===== config.mk =====
export PLATFORM = sky130hd
export DESIGN_NAME = analog_mux_scan_accumulator_top
export DESIGN_NICKNAME = d
export VERILOG_FILES = /design/src/rtl/amsa_pkg.sv /design/src/rtl/analog_mux_scan_accumulator_top.sv
export SDC_FILE = /design/constraint.sdc
export NUM_CORES = 2
export LEC_CHECK = 0
export BUFFER_PORTS_ARGS = -buffer_cell sky130_fd_sc_hd__buf_2
export CAP_MARGIN = 10
export CORE_MARGIN = 1.5
export CORE_UTILIZATION = 50
export DETAILED_ROUTE_END_ITERATION = 7
export PLACE_DENSITY = 0.67
export SLEW_MARGIN = 20
export SYNTH_ARGS = -nofsm -noshare
export SYNTH_HDL_FRONTEND = slang
export SYNTH_SLANG_ARGS = --single-unit

===== constraint.sdc =====
create_clock -name clk -period 6.5 [get_ports clk]
set_clock_uncertainty 0.1 [all_clocks]
set_input_delay 0.975 -clock clk [delete_from_list [all_inputs] [get_ports clk]]
set_output_delay 0.975 -clock clk [all_outputs]
set_load 0.005 [all_outputs]

===== src/rtl/amsa_pkg.sv =====
// Shared types and constants for the analog mux scan accumulator.
// No dependencies; imported by analog_mux_scan_accumulator_top.
package amsa_pkg;

  // Field and storage widths
  localparam int ACC_W       = 15;
  localparam int ACC_DEPTH   = 64;
  localparam int ACC_AW      = 6;
  localparam int SAMPLE_W    = 10;
  localparam int PASS_W      = 6;
  localparam int SHIFT_W     = 3;
  localparam int MUX_W       = 3;
  localparam int INP_W       = 4;
  localparam int CFG_DATA_W  = 6;
  localparam int CFG_IDX_W   = 1;

  localparam logic [ACC_W-1:0] ACC_MAX = '1;

  // Parameter defaults
  localparam int NUM_MUX_DEF    = 4;
  localparam int MUX_INPUTS_DEF = 16;
  localparam int ADC_BITS_DEF   = 10;

  // Register reset values
  localparam logic [PASS_W-1:0]  PASSES_RST = 6'd16;
  localparam logic [SHIFT_W-1:0] SHIFT_RST  = 3'd4;

  // Configuration register indexes
  localparam logic [CFG_IDX_W-1:0] REG_SAMPLE_PASSES = 1'd0;
  localparam logic [CFG_IDX_W-1:0] REG_SAMPLE_SHIFT  = 1'd1;

  typedef enum logic [1:0] {
    CMD_SAMPLE  = 2'd0,
    CMD_READ    = 2'd1,
    CMD_RESTART = 2'd2,
    CMD_NOP     = 2'd3
  } cmd_t;

  // Memory operation carried into the write-back stage
  typedef enum logic [1:0] {
    OP_NONE = 2'd0,
    OP_ADD  = 2'd1,
    OP_READ = 2'd2
  } op_t;

endpackage


===== src/rtl/analog_mux_scan_accumulator_top.sv =====
// Pipeline: an accepted request reads the accumulator memory into stage 1; stage 1 then
// modifies the entry and loads the output register.
// Throughput: one request per cycle; the accumulator memory read port and the
// single write-back stage set that rate; a stalled output holds the pipe.
// Reset: synchronous, active high; clears scan counters, per-entry valid bits
// (accumulators read as zero until written) and the pipe; no clearing pass.
module analog_mux_scan_accumulator_top
  import amsa_pkg::*;
#(
  parameter int NUM_MUX    = NUM_MUX_DEF,
  parameter int MUX_INPUTS = MUX_INPUTS_DEF,
  parameter int ADC_BITS   = ADC_BITS_DEF
) (
  input  logic                  clk,
  input  logic                  rst,
  // configuration
  input  logic                  cfg_we,
  input  logic [CFG_IDX_W-1:0]  cfg_index,
  input  logic [CFG_DATA_W-1:0] cfg_data,
  // request channel
  input  logic                  in_valid,
  output logic                  in_ready,
  input  logic [1:0]            command,
  input  logic [SAMPLE_W-1:0]   sample,
  input  logic [ACC_AW-1:0]     channel,
  // result channel
  output logic                  out_valid,
  input  logic                  out_ready,
  output logic [ACC_W-1:0]      read_value,
  output logic                  data_available,
  output logic                  start_conversion,
  output logic [MUX_W-1:0]      mux_select,
  output logic [INP_W-1:0]      mux_input_select
);

  // Sample mask: keep only the converter's ADC_BITS low bits.
  localparam int SMASK_INT = (ADC_BITS >= SAMPLE_W) ? ((1 << SAMPLE_W) - 1)
                                                    : ((1 << ADC_BITS) - 1);
  localparam logic [SAMPLE_W-1:0] SMASK = SMASK_INT[SAMPLE_W-1:0];

  // ---------------------------------------------------------------------------
  // Configuration registers
  // ---------------------------------------------------------------------------
  logic [PASS_W-1:0]  sample_passes;
  logic [SHIFT_W-1:0] sample_shift;

  always_ff @(posedge clk) begin
    if (rst) begin
      sample_passes <= PASSES_RST;
      sample_shift  <= SHIFT_RST;
    end else if (cfg_we) begin
      case (cfg_index)
        REG_SAMPLE_PASSES: sample_passes <= cfg_data[PASS_W-1:0];
        REG_SAMPLE_SHIFT:  sample_shift  <= cfg_data[SHIFT_W-1:0];
        default: ;
      endcase
    end
  end

  // ---------------------------------------------------------------------------
  // Scan state (scalar, updated at request accept)
  // ---------------------------------------------------------------------------
  logic [ACC_AW-1:0] channel_index, channel_index_next;
  logic [MUX_W-1:0]  active_mux, active_mux_next;
  logic [INP_W-1:0]  active_mux_input, active_mux_input_next;
  logic [PASS_W-1:0] pass_count, pass_count_next;
  logic              discard_next, discard_next_next;

  // Pipeline handshake
  logic s1_valid;
  logic s1_adv;
  logic accept;

  assign s1_adv   = s1_valid && (!out_valid || out_ready);
  assign in_ready = !s1_valid || s1_adv;
  assign accept   = in_valid && in_ready;

  // Decoded request, stage 0
  cmd_t              cmd;
  op_t               s0_op;
  logic [ACC_AW-1:0] s0_addr;
  logic              s0_start;
  logic              s0_avail;
  logic              stopped;
  logic [INP_W-1:0]  inp_inc;
  logic [MUX_W-1:0]  mux_inc;
  logic              inp_wrap;
  logic              mux_wrap;

  assign cmd     = cmd_t'(command);
  assign stopped = pass_count >= sample_passes;
  assign inp_inc = active_mux_input + 1'b1;
  assign mux_inc = active_mux + 1'b1;
  // Out-of-range counts as the end of the mux or of the pass.
  assign inp_wrap = (int'(inp_inc) >= MUX_INPUTS) || (inp_inc == '0);
  assign mux_wrap = (int'(mux_inc) >= NUM_MUX) || (mux_inc == '0);

  always_comb begin
    channel_index_next    = channel_index;
    active_mux_next       = active_mux;
    active_mux_input_next = active_mux_input;
    pass_count_next       = pass_count;
    discard_next_next     = discard_next;
    s0_op                 = OP_NONE;
    s0_addr               = channel;
    s0_start              = 1'b0;
    case (cmd)
      CMD_SAMPLE: begin
        if (!stopped) begin
          discard_next_next = !discard_next;
          if (!discard_next) begin
            // kept reading: accumulate into current channel, then advance
            s0_op              = OP_ADD;
            s0_addr            = channel_index;
            channel_index_next = channel_index + 1'b1;
            if (inp_wrap) begin
              active_mux_input_next = '0;
              if (mux_wrap) begin
                active_mux_next    = '0;
                channel_index_next = '0;
                pass_count_next    = pass_count + 1'b1;
              end else begin
                active_mux_next = mux_inc;
              end
            end else begin
              active_mux_input_next = inp_inc;
            end
          end
          s0_start = !(pass_count_next >= sample_passes);
        end
      end
      CMD_READ: begin
        s0_op = OP_READ;
      end
      CMD_RESTART: begin
        pass_count_next    = '0;
        channel_index_next = '0;
        s0_start           = sample_passes != '0;
      end
      default: ;
    endcase
    s0_avail = pass_count_next >= sample_passes;
  end

  always_ff @(posedge clk) begin
    if (rst) begin
      channel_index    <= '0;
      active_mux       <= '0;
      active_mux_input <= '0;
      pass_count       <= '0;
      discard_next     <= 1'b1;
    end else if (accept) begin
      channel_index    <= channel_index_next;
      active_mux       <= active_mux_next;
      active_mux_input <= active_mux_input_next;
      pass_count       <= pass_count_next;
      discard_next     <= discard_next_next;
    end
  end

  // ---------------------------------------------------------------------------
  // Accumulator memory: one read at accept, one write from stage 1.
  // Valid bits give the all-zero reset without a clearing pass.
  // ---------------------------------------------------------------------------
  logic [ACC_W-1:0]     acc_mem [ACC_DEPTH];
  logic [ACC_DEPTH-1:0] acc_vld;
  logic [ACC_W-1:0]     rd_data;
  logic                 rd_vld;
  logic                 mem_we;
  logic [ACC_W-1:0]     mem_wdata;

  // Stage 1 registers
  op_t                s1_op;
  logic [ACC_AW-1:0]  s1_addr;
  logic [SAMPLE_W-1:0] s1_sample;
  logic [SHIFT_W-1:0] s1_shift;
  logic               s1_avail;
  logic               s1_start;
  logic [MUX_W-1:0]   s1_mux;
  logic [INP_W-1:0]   s1_inp;
  logic               s1_fwd;
  logic [ACC_W-1:0]   fwd_data;

  assign mem_we = s1_adv && (s1_op != OP_NONE);

  always_ff @(posedge clk) begin
    if (mem_we) begin
      acc_mem[s1_addr] <= mem_wdata;
    end
    if (accept) begin
      rd_data <= acc_mem[s0_addr];
    end
  end

  always_ff @(posedge clk) begin
    if (rst) begin
      acc_vld <= '0;
      rd_vld  <= 1'b0;
    end else begin
      if (mem_we) begin
        acc_vld[s1_addr] <= 1'b1;
      end
      if (accept) begin
        rd_vld <= acc_vld[s0_addr];
      end
    end
  end

  // Stage 1 capture; a write to the same entry at the accept edge is forwarded.
  always_ff @(posedge clk) begin
    if (rst) begin
      s1_valid <= 1'b0;
      s1_fwd   <= 1'b0;
    end else if (accept) begin
      s1_valid <= 1'b1;
      s1_fwd   <= mem_we && (s1_addr == s0_addr);
    end else if (s1_adv) begin
      s1_valid <= 1'b0;
      s1_fwd   <= 1'b0;
    end
  end

  always_ff @(posedge clk) begin
    if (accept) begin
      s1_op     <= s0_op;
      s1_addr   <= s0_addr;
      s1_sample <= sample & SMASK;
      s1_shift  <= sample_shift;
      s1_avail  <= s0_avail;
      s1_start  <= s0_start;
      s1_mux    <= active_mux_next;
      s1_inp    <= active_mux_input_next;
    end
    if (mem_we) begin
      fwd_data <= mem_wdata;
    end
  end

  // Stage 1 modify
  logic [ACC_W-1:0] acc_cur;
  logic [ACC_W:0]   acc_sum;
  logic [ACC_W-1:0] s1_read_value;

  assign acc_cur = s1_fwd ? fwd_data : (rd_vld ? rd_data : '0);
  assign acc_sum = {1'b0, acc_cur} + (ACC_W + 1)'(s1_sample);

  always_comb begin
    mem_wdata     = '0;
    s1_read_value = '0;
    case (s1_op)
      OP_ADD: begin
        mem_wdata = acc_sum[ACC_W] ? ACC_MAX : acc_sum[ACC_W-1:0];
      end
      OP_READ: begin
        // read clears the entry
        s1_read_value = acc_cur >> s1_shift;
      end
      default: ;
    endcase
  end

  // ---------------------------------------------------------------------------
  // Output register
  // ---------------------------------------------------------------------------
  always_ff @(posedge clk) begin
    if (rst) begin
      out_valid <= 1'b0;
    end else if (s1_adv) begin
      out_valid <= 1'b1;
    end else if (out_ready) begin
      out_valid <= 1'b0;
    end
  end

  always_ff @(posedge clk) begin
    if (s1_adv) begin
      read_value       <= s1_read_value;
      data_available   <= s1_avail;
      start_conversion <= s1_start;
      mux_select       <= s1_mux;
      mux_input_select <= s1_inp;
    end
  end

  // ---------------------------------------------------------------------------
  // Assertions
  // ---------------------------------------------------------------------------
  a_mux_in_range: assert property (@(posedge clk) disable iff (rst)
    (int'(active_mux) < NUM_MUX) && (int'(active_mux_input) < MUX_INPUTS))
    else $error("scan position out of range");

  a_fwd_needs_stage: assert property (@(posedge clk) disable iff (rst)
    s1_fwd |-> s1_valid)
    else $error("forward flag without an item in stage 1");

  a_discard_toggles: assert property (@(posedge clk) disable iff (rst)
    (accept && cmd == CMD_SAMPLE && !stopped) |=> (discard_next != $past(discard_next)))
    else $error("discard flag did not alternate");

  a_stopped_holds_scan: assert property (@(posedge clk) disable iff (rst)
    (accept && cmd == CMD_SAMPLE && stopped) |=>
      ($stable(channel_index) && $stable(active_mux) && $stable(active_mux_input)))
    else $error("sample after stop moved the scan");

  a_read_writes_back: assert property (@(posedge clk) disable iff (rst)
    (s1_adv && s1_op == OP_READ) |=> (acc_vld[$past(s1_addr)] && !s1_fwd || s1_valid))
    else $error("read did not clear its entry");

endmodule

Word level (Yosys, flattened, before mapping)
Memory sizes are Yosys's and may differ from the RTL's. A register that Yosys moved wholly into a read port is not among the register bits.
Index checks and enable logic that the tools add are counted.
Word-level totals
  register bits: 166
  latch bits: 0
  bits in writable memories: 960
  memory bits (read-only): 0
  input bits: 30
  output and inout port bits: 26
  word-level logic and storage cells: 118
  memories: 1
Operators by class
  add/sub/neg operators: 5
  multiply operators: 0
  div/mod/pow operators: 0
  order comparisons: 7
  eq/ne operators: 7
  shifts and indexed selects: 1
  muxes and demuxes: 44
  bitwise operators: 3
  reductions and logical operators: 24
Memory list
  acc_mem: depth 64, bits a word 15, rd ports 1, clocked after memory_dff 1, wr ports 1, line analog_mux_scan_accumulator_top.sv:165  | logic [ACC_W-1:0] acc_mem [ACC_DEPTH];
Operators with widths (number)
  6-bit two-way mux: 13
  64-bit OR: 1
  15-bit two-way mux: 4
  6-bit case mux with 2 select lines: 2
  6-bit >= comparator: 3
  15-bit by 10-bit adder with 16-bit output: 1
  4-bit two-way mux: 4
  3-bit two-way mux: 5
  15-bit by 3-bit right shift with 15-bit output: 1
  6-bit by 7-bit < comparator with 1-bit output (second input constant): 2
  6-bit by 1-bit adder with 6-bit output (second input constant): 2
  1-bit two-way mux: 12
  2-bit nonzero test: 4
  1-bit binary-select mux with 6-bit select: 1
  1-bit demux with 6-bit select: 1
  6-bit equality test: 1
  6-bit by 1-bit >= comparator with 1-bit output (second input constant): 1
  6-bit nonzero test: 1
  1-bit logical AND: 5
  4-bit by 1-bit adder with 4-bit output (second input constant): 1
  2-bit by 1-bit equality test with 1-bit output (second input constant): 2
  2-bit equality test (second input constant): 2
  1-bit zero test: 4
  4-bit zero test: 1
  other kinds (12): 17

Longest topological paths before layout
  depth in word-level cells: 12
  depth in mapped cells: 19
  gate-level depth less buffers: 19

Worst setup path before layout
Ideal clock, no wire load.
  kind: register to register
  from: register s1_fwd
  to: memory acc_mem[0][14] (data pin)
  arrival: 5.733 ns
  required time: 5.624 ns
  setup slack: -0.110 ns
  stages on the path, launching flop included: 16
  path buffers: 3
  clock period less this slack: 6.610 ns
  cells stage by stage: dfxtp_1 > clkbuf_1 > nor2b_1 > clkbuf_1 > clkbuf_1 > a22o_1 > ha_1 > fa_1 > a21o_1 > a21oi_1 > o21bai_1 > a21oi_1 > o21bai_1 > a21oi_1 > o21ai_0 > a311oi_1
On the way
  cells in the longest elaborated chain, start to end: 4
RTL lines
  from (decl): line analog_mux_scan_accumulator_top.sv:181  | logic s1_fwd;
  from (signal assigned): line analog_mux_scan_accumulator_top.sv:216  | s1_fwd <= mem_we && (s1_addr == s0_addr);
  15-bit two-way mux: line analog_mux_scan_accumulator_top.sv:244  | assign acc_cur = s1_fwd ? fwd_data : (rd_vld ? rd_data : '0);
  15-bit by 10-bit adder with 16-bit output: line analog_mux_scan_accumulator_top.sv:245  | assign acc_sum = {1'b0, acc_cur} + (ACC_W + 1)'(s1_sample);
  15-bit two-way mux: line analog_mux_scan_accumulator_top.sv:252  | mem_wdata = acc_sum[ACC_W] ? ACC_MAX : acc_sum[ACC_W-1:0];
  15-bit two-way mux: line analog_mux_scan_accumulator_top.sv:250  | case (s1_op)
  net mem_wdata[14]: line analog_mux_scan_accumulator_top.sv:170  | logic [ACC_W-1:0] mem_wdata;
  to (decl): line analog_mux_scan_accumulator_top.sv:165
The timed path passes the listed nets, and every way through them passes these cells.

Final worst setup path
  from: register pass_count[0]
  to: register rd_data[10] (read register of acc_mem) (data pin)
On the way
  cells in the longest elaborated chain, start to end: 3
RTL lines
  from (decl): line analog_mux_scan_accumulator_top.sv:66  | logic [PASS_W-1:0] pass_count, pass_count_next;
  from (signal assigned): line analog_mux_scan_accumulator_top.sv:156  | pass_count <= pass_count_next;
  6-bit >= comparator: line analog_mux_scan_accumulator_top.sv:91  | assign stopped = pass_count >= sample_passes;
  6-bit two-way mux: line analog_mux_scan_accumulator_top.sv:109  | if (!stopped) begin
  6-bit two-way mux: line analog_mux_scan_accumulator_top.sv:107  | case (cmd)
  to (decl): line analog_mux_scan_accumulator_top.sv:167  | logic [ACC_W-1:0] rd_data;
Every way passes these cells.
A chain may end at the register's enable or synchronous reset.

==> results.json <==
{
  "maxSlewHeadroom": 0.2475,
  "whs_path_depth": 0,
  "netlist_area_um2": 45540,
  "crit_path_cell_trace": "inv_1 -> ha_1 -> nor2b_1 -> o21ai_0 -> o21ai_4 -> nand2_4 -> mux2i_4 -> inv_1 -> and3_1 -> a22oi_1 -> nand2_1 -> nor4_2 -> nand4_1",
  "setup_tns_ns": 0,
  "start_util": 0.5052,
  "numCtsBuffers": 112,
  "route.vias.total": 27120,
  "period_needed_ns": 5.405,
  "netlist_instances": 3021,
  "synth_flop_cell": "edfxtp_1",
  "num_rows": 110,
  "tightest_slew_ns": 1.128,
  "viasPerCell": 6.162,
  "worstHoldStart": "s1_start$_SDFFCE_PP0P_",
  "track_usage": 0.2534,
  "drt_wl_total_mm": 117.5,
  "slew_violations": 0,
  "yosys_warnings": 0,
  "crit_family": "simple AND/OR/NAND/NOR gates",
  "cts-root-buf": "clkbuf_16",
  "rr_worst_depth": 13,
  "ir_drop_v": 0.0002332,
  "synth_edf_count": 1044,
  "ys_types": 65,
  "synth_top_cell_area_share": 0.6883,
  "timing.rr.start": "pass_count[0]$_SDFFE_PP0P_",
  "grt_pass1_wl_mm": 174.1,
  "rsz0062_at_grt": "no",
  "yosysSeqAreaShare": 0.7310,
  "pwr_density_cell_nw_per_um2": 301.8,
  "async_flop_share": 0,
  "max_freq_mhz": 185.0,
  "fin_crit_sh": 0.8316,
  "end_kind": "register",
  "drc": 0,
  "htree_levels": 3,
  "outcome": "finished, final reports clean",
  "clk_pin_slew_ns": 0.07,
  "cpMostUsedCell": "inv_1",
  "min_to": "start_conversion$_DFFE_PP_",
  "path_class": "reg -> reg",
  "ys_ff_latch": 1141,
  "syn2layout_area_growth_pct": 13.18,
  "grt_max_degree": 101,
  "ant_nets": 0,
  "cts-resized-gates": 0,
  "antenna_found_initial": 1,
  "final_hold_viol_count": 0,
  "reg2reg_slack_ns": 1.09,
  "worstReg2RegEnd": "rd_data[10]$_DFFE_PP_",
  "synth.area.top_cells": "edfxtp_1, mux4_2, nand2_1",
  "grt_pass1_vias": 26810,
  "critPathSlowestCell": "nor4_2",
  "cp.required_ns": 6.82,
  "p_leak_nw": 17.57,
  "finalWeightedCongestion": 0.9175,
  "io_buffers": 55,
  "final_cell_mix": "edfxtp_1, nand2_1, nor2_1",
  "fin_hold_ws_ns": 0.3193,
  "dp_hpwl_mm": 71.57,
  "cts_tree": "yes",
  "avgRoutedWirePerCell_um": 26.69,
  "syn_area_per_cell_um2": 15.08,
  "n_fill_cell": 6815,
  "drt-initial-drc-count": 3442,
  "overflow": 0,
  "critPathMaxFanout": 16,
  "clock-sinks": 1141,
  "drv_cap": 0,
  "dieWidth_um": 304.8,
  "yosys.area.top_type": "edfxtp_1",
  "clk_latency_ns": 0.72,
  "final_net_count": 3199,
  "mostFrequentLayoutCell": "edfxtp_1",
  "ios": 56,
  "min_path_type": "reg -> reg",
  "cts_setup_buffers": 0,
  "coreArea_um2": 90150,
  "clockBufferDepth": 3,
  "die_h_um": 304.8,
  "arrival_ns": 5.73,
  "dieArea_um2": 92910,
  "ctsHoldBuffers": 0,
  "critPathMaxStageDelay_ns": 0.81,
  "drt_pass1_iterations": 6,
  "critPathLaunchType": "register",
  "drive_gt1_frac": 0.1669,
  "crit_buf_inv": 2,
  "synth_nets": 3086,
  "setup_viol": 0
}
==> worst register-to-register path, delay by kind of cell (launching register included) <==
| kind | cells | cell delay (ns) |
|---|---|---|
| AO/OA/AOI/OAI | 3 | 1.20 |
| multiplexers | 1 | 0.62 |
| AND/OR/NAND/NOR | 6 | 1.99 |
| buffers and inverters | 2 | 0.49 |
| flip-flops | 1 | 0.45 |
| adder cells (fa/ha/maj) | 1 | 0.29 |
==> cell type report <==
| type | count | area, um^2 | share of cell area |
|---|---|---|---|
| tap | 1176 | 1471 | 0.02854 |
| clock inverter | 63 | 701.9 | 0.01362 |
| clock buffer | 140 | 3043 | 0.05903 |
| timing repair buffer | 167 | 1291 | 0.02505 |
| antenna | 2 | 5.005 | 0.00009709 |
| sequential | 1141 | 33290 | 0.6458 |
| multi-input combinational | 1679 | 11610 | 0.2252 |
| inverter | 33 | 133.9 | 0.002597 |
==> worst max path at each step <==
stage | startpoint | end | slack (ns) | cells after the start
finish | pass_count[0]$_SDFFE_PP0P_ | rd_data[10]$_DFFE_PP_ | 1.09 | 13
global route | pass_count[0]$_SDFFE_PP0P_ | rd_data[12]$_DFFE_PP_ | 0.79 | 13
floorplan | s1_fwd$_SDFFE_PP0P_ | acc_mem[0][11]$_DFFE_PP_ | 0.31 | 17
detailed placement | command[1] | rd_data[10]$_DFFE_PP_ | 0.79 | 12
CTS | pass_count[0]$_SDFFE_PP0P_ | rd_data[10]$_DFFE_PP_ | 1.14 | 13
global placement | command[1] | rd_data[10]$_DFFE_PP_ | 0.81 | 12
==> power breakdown <==
| part | internal (mW) | total, mW | switching [mW] |
|---|---|---|---|
| registers | 8.06 | 8.11 | 0.0535 |
| clock network | 3.77 | 6.54 | 2.77 |
| logic | 0.288 | 0.904 | 0.616 |
| total | 12.1 | 15.6 | 3.44 |
==> cells by family (layout without fill, tap and decap cells) <==
kind of cell | count (synthesis) | after routing | share of synthesized area
AOI/OAI and AO/OA | 346 | 346 | 0.05321
xor gates and xnor gates | 28 | 28 | 0.005385
adders and majority gates | 35 | 35 | 0.009780
buffers and inverters | 201 | 403 | 0.02008
DFF | 1141 | 1141 | 0.7310
muxes | 180 | 180 | 0.07439
other | 0 | 2 | 0
and+or+nand+nor | 1090 | 1090 | 0.1062
==> cell usage after synthesis, drive strengths merged (26+ instances only) <==
master and instances:
a21oi 56, a22oi 36, a31oi 80, a32oi 30
and3 36, buf 82, clkbuf 86, dfxtp 97
edfxtp 1044, ha 34, inv 31, mux2i 48
mux4 124, nand2 545, nand3 139, nand4 57
nor2 211, nor2b 26, o21ai 35
==> stage by stage <==
stage / worst slack [ns] / instance area, um^2 / instances / utilization / total power, mW
global route: 0.7912 / 51540 / 4399 / 0.5718 / 15.95
detailed placement: 0.7892 / 47730 / 4194 / 0.5295 / 9.157
CTS: 1.143 / 51470 / 4397 / 0.5710 / 15.62
floorplan: 0.3122 / 45550 / 3021 / - / 8.812
global placement: 0.8097 / 47670 / 4192 / 0.5288 / 9.132
finish: 1.095 / 51550 / 4401 / 0.5718 / 15.56
==> registers in the layout, summed over array words and instances (netlist names), 3 cells and up <==
register	cells
active_mux	3
sample_passes	6
mux_input_select	4
sample_shift	3
mux_select	3
fwd_data	15
read_value	15
active_mux_input	4
acc_vld	64
s1_addr	6
s1_mux	3
pass_count	6
acc_mem	960
channel_index	6
s1_shift	3
rd_data	15
s1_sample	10
s1_inp	4
==> per-layer routing <==
layer / track usage / routed length (um) / vias to the layer above
met2: 0.4072 / 56110 / 1340
met5: 0 / 0 / -
met3: 0.04110 / 10490 / 237
met4: 0.09209 / 4243 / 0
met1: 0.3519 / 46640 / 13790
li1: - / - / 11750
Power figures use the tool's default switching activity.
